<file path="src/hdl/sps_pkg.sv">
package sps_pkg;

  localparam int ANGLE_W = 13;
  localparam int RPM_W   = 16;
  localparam int GAIN_W  = 16;
  localparam int SPEED_W = 11;
  localparam int LIMIT_W = 15;
  localparam int TGT_W   = SPEED_W + 1;
  localparam int ERR_W   = 17;
  localparam int DIFF_W  = ERR_W + 1;
  localparam int P_W     = ERR_W + GAIN_W;
  localparam int D_W     = DIFF_W + GAIN_W;
  localparam int DRIVE_W = 16;
  localparam int IDX_W   = 3;
  localparam int DATA_W  = 16;

  localparam int ENC_COUNTS = 8192;

  localparam logic [IDX_W-1:0] REG_PROP_GAIN   = 3'd0;
  localparam logic [IDX_W-1:0] REG_INTEG_GAIN  = 3'd1;
  localparam logic [IDX_W-1:0] REG_DERIV_GAIN  = 3'd2;
  localparam logic [IDX_W-1:0] REG_SWEEP_SPEED = 3'd3;
  localparam logic [IDX_W-1:0] REG_UPPER_LIMIT = 3'd4;
  localparam logic [IDX_W-1:0] REG_LOWER_LIMIT = 3'd5;
  localparam logic [IDX_W-1:0] REG_INTEG_LIMIT = 3'd6;
  localparam logic [IDX_W-1:0] REG_DRIVE_LIMIT = 3'd7;

  typedef struct packed {
    logic signed [GAIN_W-1:0]  prop_gain;
    logic signed [GAIN_W-1:0]  integ_gain;
    logic signed [GAIN_W-1:0]  deriv_gain;
    logic signed [SPEED_W-1:0] sweep_speed;
    logic [ANGLE_W-1:0]        upper_limit;
    logic [ANGLE_W-1:0]        lower_limit;
    logic [LIMIT_W-1:0]        integ_limit;
    logic [LIMIT_W-1:0]        drive_limit;
  } cfg_t;

  typedef struct packed {
    logic signed [ERR_W-1:0]  err;
    logic signed [DIFF_W-1:0] diff;
    logic                     spin_pos;
    logic                     send;
  } err_stage_t;

  typedef struct packed {
    logic signed [P_W-1:0] p;
    logic signed [P_W-1:0] i;
    logic signed [D_W-1:0] d;
    logic                  spin_pos;
    logic                  send;
  } prod_stage_t;

endpackage

</file>
<file path="src/hdl/sweeping_speed_pid_core.sv">
// Sweeping speed PID controller. Each transfer on the input channel is one control tick with
// the rotor angle and measured speed; each tick gives exactly one result with the new clamped
// drive voltage, the sign of the current target, the frame flag (every SEND_EVERY-th tick,
// starting with the first) and the voltage of the previous tick for that frame. The datapath
// is a five-register pipeline (input, error, gain products, integral, output), and one tick
// is taken every cycle while the output is not stalled; the integral accumulator does its add
// and clamp combinationally ahead of its register. Configuration writes are always accepted
// and must only be issued while no tick is in flight.
module sweeping_speed_pid_core #(
  parameter int GAIN_FRAC_BITS = 8,
  parameter int SEND_EVERY     = 10
) (
  input  logic                               clk,
  input  logic                               rst,
  input  logic                               cfg_valid,
  output logic                               cfg_ready,
  input  logic [sps_pkg::IDX_W-1:0]          cfg_index,
  input  logic [sps_pkg::DATA_W-1:0]         cfg_data,
  input  logic                               in_valid,
  output logic                               in_stall,
  input  logic [sps_pkg::ANGLE_W-1:0]        encoder_angle,
  input  logic signed [sps_pkg::RPM_W-1:0]   measured_rpm,
  output logic                               out_valid,
  input  logic                               out_stall,
  output logic signed [sps_pkg::DRIVE_W-1:0] drive_voltage,
  output logic                               spin_positive,
  output logic                               send_now,
  output logic signed [sps_pkg::DRIVE_W-1:0] sent_voltage
);
  import sps_pkg::*;

  cfg_t        cfg;
  logic        s1_valid;
  logic        s1_ready;
  err_stage_t  s1;
  logic        s2_valid;
  logic        s2_ready;
  prod_stage_t s2;

  sps_regs u_regs (
    .clk       (clk),
    .rst       (rst),
    .cfg_valid (cfg_valid),
    .cfg_ready (cfg_ready),
    .cfg_index (cfg_index),
    .cfg_data  (cfg_data),
    .cfg       (cfg)
  );

  sps_error #(
    .SEND_EVERY (SEND_EVERY)
  ) u_error (
    .clk           (clk),
    .rst           (rst),
    .cfg           (cfg),
    .in_valid      (in_valid),
    .in_stall      (in_stall),
    .encoder_angle (encoder_angle),
    .measured_rpm  (measured_rpm),
    .s1_valid      (s1_valid),
    .s1_ready      (s1_ready),
    .s1            (s1)
  );

  sps_mult u_mult (
    .clk      (clk),
    .rst      (rst),
    .cfg      (cfg),
    .s1_valid (s1_valid),
    .s1_ready (s1_ready),
    .s1       (s1),
    .s2_valid (s2_valid),
    .s2_ready (s2_ready),
    .s2       (s2)
  );

  sps_accum #(
    .GAIN_FRAC_BITS (GAIN_FRAC_BITS)
  ) u_accum (
    .clk           (clk),
    .rst           (rst),
    .cfg           (cfg),
    .s2_valid      (s2_valid),
    .s2_ready      (s2_ready),
    .s2            (s2),
    .out_valid     (out_valid),
    .out_stall     (out_stall),
    .drive_voltage (drive_voltage),
    .spin_positive (spin_positive),
    .send_now      (send_now),
    .sent_voltage  (sent_voltage)
  );

endmodule

</file>
<file path="src/hdl/sps_regs.sv">
module sps_regs (
  input  logic                       clk,
  input  logic                       rst,
  input  logic                       cfg_valid,
  output logic                       cfg_ready,
  input  logic [sps_pkg::IDX_W-1:0]  cfg_index,
  input  logic [sps_pkg::DATA_W-1:0] cfg_data,
  output sps_pkg::cfg_t              cfg
);
  import sps_pkg::*;

  assign cfg_ready = 1'b1;

  always_ff @(posedge clk) begin
    if (rst) begin
      cfg.prop_gain   <= 16'sd2560;
      cfg.integ_gain  <= 16'sd512;
      cfg.deriv_gain  <= 16'sd0;
      cfg.sweep_speed <= 11'sd1;
      cfg.upper_limit <= 13'd6075;
      cfg.lower_limit <= 13'd2117;
      cfg.integ_limit <= 15'd30000;
      cfg.drive_limit <= 15'd30000;
    end else if (cfg_valid && cfg_ready) begin
      unique case (cfg_index)
        REG_PROP_GAIN:   cfg.prop_gain   <= GAIN_W'(cfg_data);
        REG_INTEG_GAIN:  cfg.integ_gain  <= GAIN_W'(cfg_data);
        REG_DERIV_GAIN:  cfg.deriv_gain  <= GAIN_W'(cfg_data);
        REG_SWEEP_SPEED: cfg.sweep_speed <= cfg_data[SPEED_W-1:0];
        REG_UPPER_LIMIT: cfg.upper_limit <= cfg_data[ANGLE_W-1:0];
        REG_LOWER_LIMIT: cfg.lower_limit <= cfg_data[ANGLE_W-1:0];
        REG_INTEG_LIMIT: cfg.integ_limit <= cfg_data[LIMIT_W-1:0];
        REG_DRIVE_LIMIT: cfg.drive_limit <= cfg_data[LIMIT_W-1:0];
      endcase
    end
  end

endmodule

</file>
<file path="src/hdl/sps_error.sv">
module sps_error #(
  parameter int SEND_EVERY = 10
) (
  input  logic                             clk,
  input  logic                             rst,
  input  sps_pkg::cfg_t                    cfg,
  input  logic                             in_valid,
  output logic                             in_stall,
  input  logic [sps_pkg::ANGLE_W-1:0]      encoder_angle,
  input  logic signed [sps_pkg::RPM_W-1:0] measured_rpm,
  output logic                             s1_valid,
  input  logic                             s1_ready,
  output sps_pkg::err_stage_t              s1
);
  import sps_pkg::*;

  localparam int CNT_W = (SEND_EVERY > 1) ? $clog2(SEND_EVERY) : 1;

  logic                     v0;
  logic [ANGLE_W-1:0]       angle_q;
  logic signed [RPM_W-1:0]  meas_q;
  logic                     reversed;
  logic                     reversed_next;
  logic signed [ERR_W-1:0]  prev_error;
  logic [CNT_W-1:0]         tick_count;
  logic [ANGLE_W-1:0]       angle_red;
  logic signed [TGT_W-1:0]  speed_x;
  logic signed [TGT_W-1:0]  target;
  logic signed [ERR_W-1:0]  err;
  logic                     s1_free;
  logic                     adv;
  logic                     accept;

  assign s1_free  = !s1_valid || s1_ready;
  assign adv      = v0 && s1_free;
  assign in_stall = v0 && !s1_free;
  assign accept   = in_valid && !in_stall;

  assign angle_red = ANGLE_W'(32'(angle_q) % ENC_COUNTS);
  assign speed_x   = TGT_W'(cfg.sweep_speed);

  always_comb begin
    reversed_next = reversed;
    priority if (angle_red < cfg.lower_limit) begin
      reversed_next = 1'b0;
    end else if (angle_red > cfg.upper_limit) begin
      reversed_next = 1'b1;
    end
  end

  assign target = reversed_next ? -speed_x : speed_x;
  assign err    = ERR_W'(target) - ERR_W'(meas_q);

  always_ff @(posedge clk) begin
    if (rst) begin
      v0         <= 1'b0;
      s1_valid   <= 1'b0;
      reversed   <= 1'b0;
      prev_error <= '0;
      tick_count <= '0;
    end else begin
      if (accept) begin
        v0 <= 1'b1;
      end else if (adv) begin
        v0 <= 1'b0;
      end
      if (adv) begin
        s1_valid   <= 1'b1;
        reversed   <= reversed_next;
        prev_error <= err;
        if (tick_count == CNT_W'(SEND_EVERY - 1)) begin
          tick_count <= '0;
        end else begin
          tick_count <= tick_count + CNT_W'(1);
        end
      end else if (s1_ready) begin
        s1_valid <= 1'b0;
      end
    end
  end

  always_ff @(posedge clk) begin
    if (accept) begin
      angle_q <= encoder_angle;
      meas_q  <= measured_rpm;
    end
    if (adv) begin
      s1.err      <= err;
      s1.diff     <= DIFF_W'(err) - DIFF_W'(prev_error);
      s1.spin_pos <= (target > TGT_W'(0));
      s1.send     <= (tick_count == '0);
    end
  end

  assert property (@(posedge clk) disable iff (rst)
    tick_count <= CNT_W'(SEND_EVERY - 1))
    else $error("Tick counter left its range.");

  assert property (@(posedge clk) disable iff (rst)
    in_stall |-> v0 && s1_valid && !s1_ready)
    else $error("Input stalled with room in the error stage.");

  assert property (@(posedge clk) disable iff (rst)
    adv |=> prev_error == $past(err))
    else $error("Previous error not taken on a stage transfer.");

endmodule

</file>
<file path="src/hdl/sps_mult.sv">
module sps_mult (
  input  logic                 clk,
  input  logic                 rst,
  input  sps_pkg::cfg_t        cfg,
  input  logic                 s1_valid,
  output logic                 s1_ready,
  input  sps_pkg::err_stage_t  s1,
  output logic                 s2_valid,
  input  logic                 s2_ready,
  output sps_pkg::prod_stage_t s2
);
  import sps_pkg::*;

  logic adv;

  assign s1_ready = !s2_valid || s2_ready;
  assign adv      = s1_valid && s1_ready;

  always_ff @(posedge clk) begin
    if (rst) begin
      s2_valid <= 1'b0;
    end else if (adv) begin
      s2_valid <= 1'b1;
    end else if (s2_ready) begin
      s2_valid <= 1'b0;
    end
  end

  always_ff @(posedge clk) begin
    if (adv) begin
      s2.p        <= P_W'(s1.err) * P_W'(cfg.prop_gain);
      s2.i        <= P_W'(s1.err) * P_W'(cfg.integ_gain);
      s2.d        <= D_W'(s1.diff) * D_W'(cfg.deriv_gain);
      s2.spin_pos <= s1.spin_pos;
      s2.send     <= s1.send;
    end
  end

endmodule

</file>
<file path="src/hdl/sps_accum.sv">
module sps_accum #(
  parameter int GAIN_FRAC_BITS = 8
) (
  input  logic                               clk,
  input  logic                               rst,
  input  sps_pkg::cfg_t                      cfg,
  input  logic                               s2_valid,
  output logic                               s2_ready,
  input  sps_pkg::prod_stage_t               s2,
  output logic                               out_valid,
  input  logic                               out_stall,
  output logic signed [sps_pkg::DRIVE_W-1:0] drive_voltage,
  output logic                               spin_positive,
  output logic                               send_now,
  output logic signed [sps_pkg::DRIVE_W-1:0] sent_voltage
);
  import sps_pkg::*;

  localparam int IACC_W = LIMIT_W + GAIN_FRAC_BITS + 1;
  localparam int ISUM_W = ((IACC_W > P_W) ? IACC_W : P_W) + 1;
  localparam int PD_W   = D_W + 1;
  localparam int SUM_W  = ((PD_W > IACC_W) ? PD_W : IACC_W) + 1;
  localparam logic [SUM_W-1:0] BIAS = SUM_W'((64'd1 << GAIN_FRAC_BITS) - 64'd1);

  logic                      v3;
  logic signed [PD_W-1:0]    pd_q;
  logic                      spin_q;
  logic                      send_q;
  logic signed [IACC_W-1:0]  integ_acc;
  logic signed [IACC_W-1:0]  integ_next;
  logic signed [DRIVE_W-1:0] last_drive;
  logic signed [ISUM_W-1:0]  ilim;
  logic signed [ISUM_W-1:0]  isum;
  logic signed [SUM_W-1:0]   dlim;
  logic signed [SUM_W-1:0]   sum;
  logic signed [SUM_W-1:0]   csum;
  logic signed [SUM_W-1:0]   rounded;
  logic signed [DRIVE_W-1:0] drive;
  logic                      out_free;
  logic                      adv23;
  logic                      adv3o;

  assign out_free = !out_valid || !out_stall;
  assign s2_ready = !v3 || out_free;
  assign adv23    = s2_valid && s2_ready;
  assign adv3o    = v3 && out_free;

  assign ilim = ISUM_W'(cfg.integ_limit) <<< GAIN_FRAC_BITS;
  assign isum = ISUM_W'(integ_acc) + ISUM_W'(s2.i);

  always_comb begin
    if (isum > ilim) begin
      integ_next = IACC_W'(ilim);
    end else if (isum < -ilim) begin
      integ_next = IACC_W'(-ilim);
    end else begin
      integ_next = IACC_W'(isum);
    end
  end

  assign dlim = SUM_W'(cfg.drive_limit) <<< GAIN_FRAC_BITS;
  assign sum  = SUM_W'(pd_q) + SUM_W'(integ_acc);

  always_comb begin
    if (sum > dlim) begin
      csum = dlim;
    end else if (sum < -dlim) begin
      csum = -dlim;
    end else begin
      csum = sum;
    end
  end

  // Negative values are biased before the shift so the division truncates toward zero.
  assign rounded = csum + (csum[SUM_W-1] ? BIAS : '0);
  assign drive   = DRIVE_W'(rounded >>> GAIN_FRAC_BITS);

  always_ff @(posedge clk) begin
    if (rst) begin
      v3         <= 1'b0;
      out_valid  <= 1'b0;
      integ_acc  <= '0;
      last_drive <= '0;
    end else begin
      if (adv23) begin
        v3        <= 1'b1;
        integ_acc <= integ_next;
      end else if (adv3o) begin
        v3 <= 1'b0;
      end
      if (adv3o) begin
        out_valid  <= 1'b1;
        last_drive <= drive;
      end else if (!out_stall) begin
        out_valid <= 1'b0;
      end
    end
  end

  always_ff @(posedge clk) begin
    if (adv23) begin
      pd_q   <= PD_W'(s2.p) + PD_W'(s2.d);
      spin_q <= s2.spin_pos;
      send_q <= s2.send;
    end
    if (adv3o) begin
      drive_voltage <= drive;
      spin_positive <= spin_q;
      send_now      <= send_q;
      sent_voltage  <= send_q ? last_drive : '0;
    end
  end

  assert property (@(posedge clk) disable iff (rst)
    out_valid |-> drive_voltage != {1'b1, {(DRIVE_W-1){1'b0}}})
    else $error("Drive voltage outside the clamp range.");

  assert property (@(posedge clk) disable iff (rst)
    !s2_ready |-> v3 && out_valid && out_stall)
    else $error("Accumulate stage blocked with room downstream.");

  assert property (@(posedge clk) disable iff (rst)
    adv3o |=> last_drive == drive_voltage)
    else $error("Last drive does not match the delivered voltage.");

endmodule
</file>
<file path="config.mk">
export PLATFORM = sky130hd
export DESIGN_NAME = sweeping_speed_pid_core
export DESIGN_NICKNAME = d
export VERILOG_FILES = /design/src/hdl/sps_pkg.sv /design/src/hdl/sweeping_speed_pid_core.sv /design/src/hdl/sps_regs.sv /design/src/hdl/sps_error.sv /design/src/hdl/sps_mult.sv /design/src/hdl/sps_accum.sv
export SDC_FILE = /design/constraint.sdc
export NUM_CORES = 2
export LEC_CHECK = 0
export BUFFER_PORTS_ARGS = -buffer_cell sky130_fd_sc_hd__buf_4
export CORE_MARGIN = 2
export CORE_UTILIZATION = 55
export DETAILED_ROUTE_END_ITERATION = 16
export MAX_ROUTING_LAYER = met4
export PLACE_DENSITY = 0.71
export SYNTH_ARGS = -nofsm -noshare
export SYNTH_HDL_FRONTEND = slang
export SYNTH_SLANG_ARGS = --single-unit
</file>
<file path="constraint.sdc">
create_clock -name clk -period 13.6 [get_ports clk]
set_clock_uncertainty 0.2 [all_clocks]
set_input_delay 1.36 -clock clk [delete_from_list [all_inputs] [get_ports clk]]
set_output_delay 1.36 -clock clk [all_outputs]
set_load 0.01 [all_outputs]
</file>
==> summary.md <==
The clock tree root driver cell was sky130_fd_sc_hd__clkbuf_16. The setup path with the least slack is of type flop to flop. The height of the chip is 322.3 um, and the async set-or-reset flop fraction in the synthesized netlist is 0%.

After detailed routing, the number of vias per cell comes to 5.553. Number of buffers inserted by port buffering: 88. Among all stages on the critical path, the largest delay is contributed by sky130_fd_sc_hd__nor2_1.

Area of the placeable core: 0.1003 mm2. Yosys attributes the largest share of cell area to sky130_fd_sc_hd__fa_1 30%, sky130_fd_sc_hd__edfxtp_1 13%, sky130_fd_sc_hd__ha_1 11%. The number of cells on the worst hold path works out to 0. Setup repair after global routing left no endpoint under its margin. Along the worst path, the maximum fanout reaches 8. After layout, the worst path uses 61.95% of the clock period.

The startpoint class of the critical path is a flop. Dividing total power by cell area gives a power density of 92.06 mW/mm2. For the maximum count of clock buffers along a single path, the log shows 3.

In this run the critical register-to-register path is launched from u_regs.cfg[0]. Once the floorplan was initialized, standard cells occupied 55.56% of the core. Summing the areas of all xor and xnor instances in the mapped netlist gives 3.914% of the synthesized area. Setup total negative slack on the finished layout was measured at 0 ns. The synthesized netlist devotes 9.381% of its cell area to compound gates. For the total wirelength of the detailed-routed design, the log shows 139800 um. The logs give 5.457 mW for the post-layout total power and 41030 for the routed via count. The number of cell rows came out at 116. For the final-report setup violation count, the log shows 0.

The worst hold path terminates at u_accum.send_q. Number of search-and-repair iterations in the first detailed-routing pass: 6. The number of synthesized register bits is 421, and the mean post-synth cell area is 9.217 um2. Based on the critical path, the design can be clocked at up to 118.7 MHz. The part of the Yosys area used for sequential elements came out at 19.42%.

The endpoint identified for the worst register-to-register timing path is u_accum.last_drive[15]. The via count of the first global-routing pass is 42060. The worst reg-to-reg path cell count was 29. Startpoint of the lowest-slack hold path: u_mult.s2[0]. 90 I/O pins were placed.

For the worst setup path, the data required time is 13.96 ns. VDD sags by at most 87.06 uV. CTS saw 421 sinks.

The max-capacitance violation count was 0. The flow ran to the end, and the final reports show no timing, DRC or antenna violations. The library cells used most frequently in the layout, excluding fill and tap cells, are 1047 x sky130_fd_sc_hd__inv_1, 857 x sky130_fd_sc_hd__nand2_1, 847 x sky130_fd_sc_hd__fa_1, 507 x sky130_fd_sc_hd__ha_1, 367 x sky130_fd_sc_hd__and2_1.

The relative slew slack is 27.79%. Compared with the post-synthesis result, the final layout area differs by 6.372%. The TritonCTS buffer count is 50. The total count of hold-check failures in the final report was 0. The max-slew violation total from the final report is 0, and the synthesized net count is 7453.

The number of design-rule violations left by the first detailed-router iteration was 3019; the adder and majority cell fraction of the synthesized area was 41.81%. The top cell type by area accounts for 30.43% of the synthesized area. Summing the areas of all and, or, nand and nor instances in the mapped netlist gives 16.42% of the synthesized area.

After detailed routing, the number of remaining DRC violations is 0. During synthesis, Yosys emitted a total of 0 warnings. On the worst path, the slowest cell contributes a delay of 0.59 ns. The dominant register cell in the synthesized netlist is sky130_fd_sc_hd__edfxtp_1. The tools report the endpoint arrival time on the critical path as 8.79 ns. At the end of routability-driven placement, the weighted congestion stood at 0.9426.

After synthesis, the largest family of logic cells by area is adder cells. The post-CTS setup repair buffer count is 0. For the wire length of the first global-routing pass, the log shows 226700 um. The post-route netlist has 4.544% of its cells at a drive strength greater than 1. After layout, the minimum clock period comes to 8.426 ns.

The run gives 2 as the H-tree depth. The setup check on the worst reg-to-reg path leaves a slack of 5.17 ns. The actual slew at the worst max-slew pin is 1.082 ns. The synthesized design spends more area on one cell type than any other, namely sky130_fd_sc_hd__fa_1. Remaining number of nets flagged by the antenna check after routing: 0. The die covers 0.1039 mm2. The clock reaches the later pin of the worst-skew pair after 0.66 ns.

The synthesized netlist cell count was 6046. TritonCTS built the clock tree. The average wire per standard cell was 18.92 um.

The tools report the post-layout net count as 7395. After global routing the overflow that remains totals 0. After synthesis, the share of cell area in mux cells is 0.2807%.

Summed over all cells, the static leakage comes to 26.55 nW. Entering global routing, the biggest net connects 70 pins. The path class of the tightest hold or removal check is flop to flop.

Summing every instance area after synthesis gives 0.05572 mm2. After clock tree synthesis, the clock-pin slew on the worst setup and hold paths is 0.07 ns. The library cell used most frequently in the layout, excluding fill and tap cells, is sky130_fd_sc_hd__inv_1.

The number of gates resized after CTS was 0. The HPWL after detailed placement is 109400 um. The horizontal extent of the die was 322.3 um; the number of buffers inserted by hold repair at cts was 0. The number of synthesized flops with an enable pin works out to 239. Category of the worst setup path capture point: a flop. The tools report the number of distinct standard cells referenced by the synthesized netlist as 95. For this run, the total global-route usage over all layers was measured as 28.55%.

The initial antenna violation count is 8.
==> worst max-delay path by stage <==
stage	start	to	slack (ns)	depth (start not counted)
floorplan	out_stall	u_mult.s2[0]	3.62	3
CTS	u_accum.integ_acc[23]	u_accum.last_drive[15]	5.27	26
global route	u_regs.cfg[0]	u_accum.last_drive[15]	4.60	29
finish	u_regs.cfg[0]	u_accum.last_drive[15]	5.17	29
detailed placement	u_accum.integ_acc[23]	u_accum.last_drive[15]	5.25	26
global placement	u_accum.integ_acc[23]	u_accum.last_drive[15]	5.53	28
==> layout make-up <==
type,count,area [um2]
antenna,2,5.005
sequential,421,10820
timing repair buffer,128,964.7
clock buffer,64,1449
multi-input combinational,4336,40060
inverter,1051,3945
tap,1357,1698
clock inverter,30,334.1
fill,8669,41020
==> stage by stage <==
step | cells | worst slack, ns | hold WS, ns | cell area, um2 | utilization [%]
2_1_floorplan | 6046 | 3.625 | 0.2003 | 55720 | -
3_3_place_gp | 7293 | 5.534 | 0.2092 | 57490 | 57.32
3_5_place_dp | 7293 | 5.252 | 0.2138 | 57490 | 57.32
4_1_cts | 7387 | 5.273 | 0.2341 | 59270 | 59.10
5_1_grt | 7387 | 4.598 | 0.2543 | 59270 | 59.10
6_report | 7389 | 5.174 | 0.2384 | 59270 | 59.10
==> worst max-delay path, delay by kind of cell, from the launching register on <==
family / cells / cell delay [ns]
simple gates: 14 / 4.63
flops: 1 / 0.40
buf+inv: 4 / 0.38
xor+xnor: 1 / 0.19
compound gates: 7 / 1.68
fa+ha+maj: 3 / 0.84
==> state kept, by name (all words and copies together) (netlist names), 4 cells and up <==
signal,cells
u_regs.cfg,115
u_mult.s2,102
u_error.s1,37
u_accum.pd_q,35
u_accum.integ_acc,24
u_error.prev_error,17
u_accum.drive_voltage,16
u_accum.last_drive,16
u_accum.sent_voltage,16
u_error.meas_q,16
u_error.angle_q,13
u_error.tick_count,4
==> power breakdown <==
group          internal, mW  switching [mW]
Sequential             1.52           0.135
Clock                 0.827           0.613
Combinational         0.932            1.43
Total                  3.28            2.18
==> synthesized netlist by cell type (all sizes together) (5+ instances only) <==
cell type	instances
a2111oi	5
a211o	18
a211oi	40
a21boi	13
a21o	70
a21oi	313
a31o	6
a31oi	24
a41oi	5
and2	367
and3	26
and4	6
buf	15
clkbuf	223
dfxtp	182
edfxtp	239
fa	847
ha	507
inv	1048
mux2	5
mux2i	10
nand2	858
nand2b	75
nand3	68
nand3b	25
nand4	28
nand4b	8
nor2	232
nor2b	50
nor3	66
nor3b	6
nor4	23
o211ai	23
o21a	45
o21ai	152
o21bai	29
o221ai	5
o31a	9
o31ai	18
o41ai	7
or2	12
or3	31
or4	9
xnor2	198
xor2	51
==> kinds of logic after synthesis <==
group           Yosys count
simple gates           1895
fa+ha+maj              1354
buf+inv                1289
compound gates          822
flops                   421
xor+xnor                249
mux                      15
other cells               1
==> per-layer routing <==
metal  part of all wire, %  global-route usage, %  wire length (um)  vias to the layer above
li1                      -                      -                 -                    19090
met1                    42                  37.09             59100                    20500
met2                    48                  46.77             67460                     1228
met3                   6.4                  3.943              8922                      214
met4                   3.1                  8.370              4297                        0
met5                     0                      -                 0                        -
No activity file was read; power rests on OpenSTA's default activity.
